### config.mk
export PLATFORM = sky130hd
export DESIGN_NAME = ptx_fmul
export DESIGN_NICKNAME = d
export VERILOG_FILES = /design/src/design/ptx_pkg.sv /design/src/design/ptx_fmul.sv
export SDC_FILE = /design/constraint.sdc
export NUM_CORES = 2
export LEC_CHECK = 0
export ABC_AREA = 1
export BUFFER_PORTS_ARGS = -buffer_cell sky130_fd_sc_hd__buf_2
export CORE_UTILIZATION = 28
export DETAILED_ROUTE_END_ITERATION = 12
export PLACE_DENSITY = 0.51
export SLEW_MARGIN = 5
export SYNTH_ARGS = -nofsm -noshare
export SYNTH_HDL_FRONTEND = slang
export SYNTH_SLANG_ARGS = --single-unit
### constraint.sdc
create_clock -name clk -period 16.09 [get_ports clk]
set_input_delay 2.4135 -clock clk [delete_from_list [all_inputs] [get_ports clk]]
set_output_delay 2.4135 -clock clk [all_outputs]
set_load 0.02 [all_outputs]
### src/design/ptx_pkg.sv
// Shared types, constants and single-precision arithmetic for the point transform.
// Holds the pre-round and round halves of the float multiply and add.
// No dependencies.
package ptx_pkg;

  localparam int unsigned REG_COUNT = 8;
  localparam int unsigned ADDR_W    = 6;

  localparam logic [31:0] FP_ONE    = 32'h3F80_0000;
  localparam logic [31:0] CANON_NAN = 32'h7FC0_0000;

  localparam logic [63:0] CFG_RESET [REG_COUNT] = '{
    64'h0000_0000_3F80_0000, 64'h0,
    64'h3F80_0000_0000_0000, 64'h0,
    64'h0,                   64'h0000_0000_3F80_0000,
    64'h0,                   64'h3F80_0000_0000_0000
  };

  typedef enum logic [1:0] {
    FC_NUM,
    FC_ZERO,
    FC_INF,
    FC_NAN
  } fp_cls_t;

  // value = sig / 2^49 * 2^(e - 127) when cls is FC_NUM
  typedef struct packed {
    fp_cls_t            cls;
    logic               sgn;
    logic signed [11:0] e;
    logic [49:0]        sig;
  } fp_mid_t;

  function automatic logic [23:0] fp_mant(input logic [31:0] a);
    return {a[30:23] != 8'd0, a[22:0]};
  endfunction

  function automatic logic [7:0] fp_eexp(input logic [31:0] a);
    return (a[30:23] == 8'd0) ? 8'd1 : a[30:23];
  endfunction

  function automatic logic fp_is_nan(input logic [31:0] a);
    return (a[30:23] == 8'hFF) && (a[22:0] != 23'd0);
  endfunction

  function automatic logic fp_is_inf(input logic [31:0] a);
    return (a[30:23] == 8'hFF) && (a[22:0] == 23'd0);
  endfunction

  function automatic logic fp_is_zero(input logic [31:0] a);
    return a[30:0] == 31'd0;
  endfunction

  function automatic logic [5:0] lzc50(input logic [49:0] v);
    logic [5:0] n;
    n = 6'd50;
    for (int i = 0; i < 50; i++) begin
      if (v[i]) n = 6'(49 - i);
    end
    return n;
  endfunction

  function automatic logic [31:0] fp_round(input logic sgn, input logic signed [11:0] e,
                                           input logic [49:0] sig);
    logic [5:0]         lz;
    logic signed [11:0] sh;
    logic signed [11:0] e2;
    logic [5:0]         rs;
    logic [99:0]        w;
    logic [49:0]        s2;
    logic [22:0]        mant;
    logic               g;
    logic               st;
    logic               inc;
    logic [30:0]        body;
    lz = lzc50(sig);
    if (e >= 12'sd1) begin
      if ((e - 12'sd1) > $signed({6'd0, lz})) sh = $signed({6'd0, lz});
      else sh = e - 12'sd1;
      s2 = sig << sh[5:0];
      e2 = e - sh;
    end else begin
      if (e < -12'sd49) rs = 6'd51;
      else rs = 6'(12'sd1 - e);
      w  = {sig, 50'd0} >> rs;
      s2 = w[99:50] | {49'd0, |w[49:0]};
      e2 = 12'sd1;
    end
    mant = s2[48:26];
    g    = s2[25];
    st   = |s2[24:0];
    inc  = g & (st | mant[0]);
    if (sig == 50'd0) return {sgn, 31'd0};
    if (e2 >= 12'sd255) return {sgn, 8'hFF, 23'd0};
    body = {(s2[49] ? e2[7:0] : 8'd0), mant} + {30'd0, inc};
    return {sgn, body};
  endfunction

  function automatic logic [31:0] fp_finish(input fp_mid_t m);
    logic [31:0] r;
    case (m.cls)
      FC_NAN:  r = CANON_NAN;
      FC_INF:  r = {m.sgn, 8'hFF, 23'd0};
      FC_ZERO: r = {m.sgn, 31'd0};
      default: r = fp_round(m.sgn, m.e, m.sig);
    endcase
    return r;
  endfunction

  function automatic fp_mid_t fmul_pre(input logic [31:0] a, input logic [31:0] b);
    fp_mid_t     m;
    logic [47:0] p;
    p     = fp_mant(a) * fp_mant(b);
    m.sgn = a[31] ^ b[31];
    m.e   = $signed({4'd0, fp_eexp(a)}) + $signed({4'd0, fp_eexp(b)}) - 12'sd126;
    m.sig = {p, 2'b00};
    if (fp_is_nan(a) || fp_is_nan(b) || (fp_is_inf(a) && fp_is_zero(b)) ||
        (fp_is_zero(a) && fp_is_inf(b))) m.cls = FC_NAN;
    else if (fp_is_inf(a) || fp_is_inf(b)) m.cls = FC_INF;
    else m.cls = FC_NUM;
    return m;
  endfunction

  function automatic fp_mid_t fadd_pre(input logic [31:0] a, input logic [31:0] b);
    fp_mid_t     m;
    logic [31:0] x;
    logic [31:0] y;
    logic [7:0]  d8;
    logic [5:0]  d;
    logic [99:0] w;
    logic [49:0] bx;
    logic [49:0] by;
    logic [49:0] sum;
    if (a[30:0] < b[30:0]) begin
      x = b;
      y = a;
    end else begin
      x = a;
      y = b;
    end
    d8  = fp_eexp(x) - fp_eexp(y);
    d   = (d8 > 8'd51) ? 6'd51 : d8[5:0];
    bx  = {1'b0, fp_mant(x), 25'd0};
    w   = {1'b0, fp_mant(y), 25'd0, 50'd0} >> d;
    by  = w[99:50] | {49'd0, |w[49:0]};
    sum = (x[31] == y[31]) ? bx + by : bx - by;
    m.sig = sum;
    m.e   = $signed({4'd0, fp_eexp(x)}) + 12'sd1;
    m.sgn = (sum == 50'd0) ? (x[31] & y[31]) : x[31];
    if (fp_is_nan(x) || fp_is_nan(y) ||
        (fp_is_inf(x) && fp_is_inf(y) && (x[31] != y[31]))) m.cls = FC_NAN;
    else if (fp_is_inf(x) || fp_is_inf(y)) m.cls = FC_INF;
    else m.cls = FC_NUM;
    return m;
  endfunction

endpackage

### src/design/ptx_fmul.sv
// Two-stage single-precision multiplier: mantissa product, then normalize and round.
// Depends on ptx_pkg.
module ptx_fmul (
  input  logic        clk,
  input  logic        en,
  input  logic [31:0] a,
  input  logic [31:0] b,
  output logic [31:0] y
);

  ptx_pkg::fp_mid_t mid;

  always_ff @(posedge clk) begin
    if (en) begin
      mid <= ptx_pkg::fmul_pre(a, b);
      y   <= ptx_pkg::fp_finish(mid);
    end
  end

endmodule

==> impl_metrics.csv <==
group,metric,value,unit
outcome,outcome,"completed",
routing,wire_per_inst,16.9,um
sta,setup_viol,0,
clock_network,cts_buffer_depth,2,
clock_network,cts_tree,"yes",
worst_setup_path,arrival,10.12,ns
global_route,grt_pass1_wl,157000,um
worst_setup_path,cp-startpoint,"b[3]",
synthesis,yosys_register_bits,93,
global_route,grt_use_total,0.179,
floorplanning,num_rows,121,
sta,final-hold-violation-count,0,
sta,worst_pin_slew,1.02,ns
worst_setup_path,crit_top_cell,"a21oi_1",
synthesis,async_reset_ff_frac,0,
synthesis,ys_seq_area_frac,0.0906,
global_route,grt_max_degree,80,
global_route,grt_pass1_vias,28100,
clock_network,cts_sinks,93,
routing,drc,0,
floorplanning,dieHeight,334,um
synthesis,synth_edf_count,93,
synthesis,synth_nets,5214,
synthesis,synth_top_cell_area_share,0.315,
sta,period_share,0.620,
sta,min_period,9.98,ns
worst_setup_path,critPathRequiredTime,16.24,ns
synthesis,ys.warnings.count,0,
clock_network,clk_pin_slew,0.08,ns
clock_network,cts_made_buffers,9,
routing,num_vias,27300,
worst_setup_path,crit_path_end_kind,"register",
floorplanning,die_area,111000,um2
layout,fill_cells,12100,
clock_network,cts_resized,0,
routing,totalWireLength,97300,um
clock_network,clock-root-buffer,"clkbuf_16",
sta,fin_skew,0.0147,ns
synthesis,syn-instance-count,4458,
routing,drt-initial-drc-count,1920,
global_route,antenna_found_initial,1,
placement,hpwl,77300,um
routing,drt-pass1-iter-count,6,
placement,port_buffers,97,
layout,multi_input_area,23500,um2
clock_network,cts_setup_buffers,0,
clock_network,ctsHtreeMaxLevel,3,
clock_network,insertion_delay,0.40,ns
synthesis,synth_top_cell_by_area,"fa_1",
floorplanning,core,109000,um2
synthesis,yosys-top-cells-area,"fa_1, nand2_1, inv_1, edfxtp_1, ha_1",
worst_setup_path,reg2reg_from,"mid[3]$_DFFE_PP_",
clock_network,ctsHoldBuffers,0,
placement,dp_slack,5.71,ns
floorplanning,start_util,0.283,
worst_setup_path,worstSetupPathType,"in -> reg",
routing,antenna_left,0,
sta,setup_slack,6.11,ns
synthesis,ys.flop_type,"edfxtp_1",
global_route,grt_overflow,0,
worst_setup_path,crit_path_max_fanout,25,
sta,rsz0062_at_grt,"false",
synthesis,synthesis.area,30800,um2
sta,setup_tns,0,ns
flow_run,cap_violations,0,
min_path,hp-class,"reg -> reg",
layout,register_area,2790,um2
worst_setup_path,worstSetupStartpointType,"primary input",
synthesis,synth_cell_types,60,
worst_setup_path,crit_slowest_cell,"buf_2",
sta,max_freq,0.100,GHz
sta,drv_slew,0,
sta,slew_headroom,0.321,
floorplanning,die_x,334,um
layout,fin_nets,5093,
min_path,worstHoldStart,"mid[62]$_DFFE_PP_",
routing,via_per_inst,4.74,
floorplanning,pin_count,98,
layout,drive_gt1_frac,0.0470,
layout,syn_to_final_growth,5.78,%
synthesis,postSynthAreaPerCell,6.91,um2
placement,gp_congestion,0.912,
worst_setup_path,slowest_delay,0.53,ns
-- worst max-delay path: cells and delay by family --
| kind | cells | cell delay (ns) |
|---|---|---|
| compound gates | 14 | 2.76 |
| fa+ha+maj | 8 | 3.16 |
| xor+xnor | 1 | 0.10 |
| buf+inv | 5 | 0.74 |
| simple gates | 8 | 0.94 |
-- placed cells by master (no fill, tap or decap), types with 18 or more instances in the layout --
master | synthesis | routed
nand2_1 | 1322 | 1321
inv_1 | 920 | 920
fa_1 | 484 | 484
nand3_1 | 402 | 402
o21ai_0 | 218 | 218
ha_1 | 206 | 206
nor2_1 | 182 | 180
buf_2 | 19 | 96
edfxtp_1 | 93 | 93
a21oi_1 | 89 | 89
xor2_1 | 46 | 46
nand4_1 | 29 | 29
buf_4 | 2 | 28
nor3_1 | 25 | 25
nor4_1 | 19 | 19
xnor2_1 | 18 | 18
-- area by class of cell --
type | count | share of cell area
sequential | 93 | 0.0857
antenna | 1 | 0.0000768
inverter | 935 | 0.108
clock inverter | 7 | 0.00246
timing repair buffer | 124 | 0.0212
tap | 1414 | 0.0543
clock buffer | 9 | 0.00691
multi-input combinational | 3174 | 0.722
-- registers in the layout (all words and copies together), names as in the netlist --
| signal | cells |
|---|---|
| mid | 61 |
| y | 32 |
-- logic make-up (layout without fill, tap and decap cells) --
family	Yosys count	in the layout	synth area share
AND/OR/NAND/NOR	2030	2030	0.276
buffers and inverters	1191	1075	0.148
adder cells (fa/ha/maj)	690	690	0.398
AO/OA/AOI/OAI	385	385	0.0682
flip-flops	93	93	0.0906
XOR/XNOR	64	64	0.0182
multiplexers	5	5	0.00162
other	0	1	0
-- worst paths after layout --
kind	to	slack, ns	cells after the start
worst min register to register	y[31]$_DFFE_PP_	0.56	1
worst max register to register	y[14]$_DFFE_PP_	6.93	76
worst max-delay path	mid[48]$_DFFE_PP_	6.11	36
worst min-delay path	y[31]$_DFFE_PP_	0.56	1
-- Yosys cell counts (all sizes together) (4+ instances only) --
cell type and count:
fa 484, nor3 26, nand4 29, xnor2 18, a31oi 13, nand3 406, a21oi 89, clkinv 6
o21a 5, or2 10, ha 206, nor2 194, o21ai 229, edfxtp 93, nor4 19, inv 929
o21bai 8, a21o 7, mux2i 5, o211ai 4, nand2 1339, clkbuf 211, buf 45, xor2 46
o31ai 8
-- metal layers --
metal,up-vias,GRT usage,routed length (um),part of all wire
li1,13300,-,-,-
met1,13200,0.241,44900,0.46
met2,721,0.308,45900,0.47
met3,106,0.0168,4740,0.049
met4,2,0.0393,1800,0.019
met5,-,0,11,0.00011
-- metrics by stage --
stage	utilization	instances	cell area, um2	hold slack [ns]
finish	0.299	5757	32600	0.558
global route	0.299	5756	32600	0.593
CTS	0.299	5756	32600	0.576
detailed placement	0.296	5740	32300	0.555
global placement	0.296	5740	32300	0.550
floorplan	-	4458	30800	0.503
Power is not shown: default switching activity piles up to over one toggle a cycle in this logic, so the estimate is an artifact.
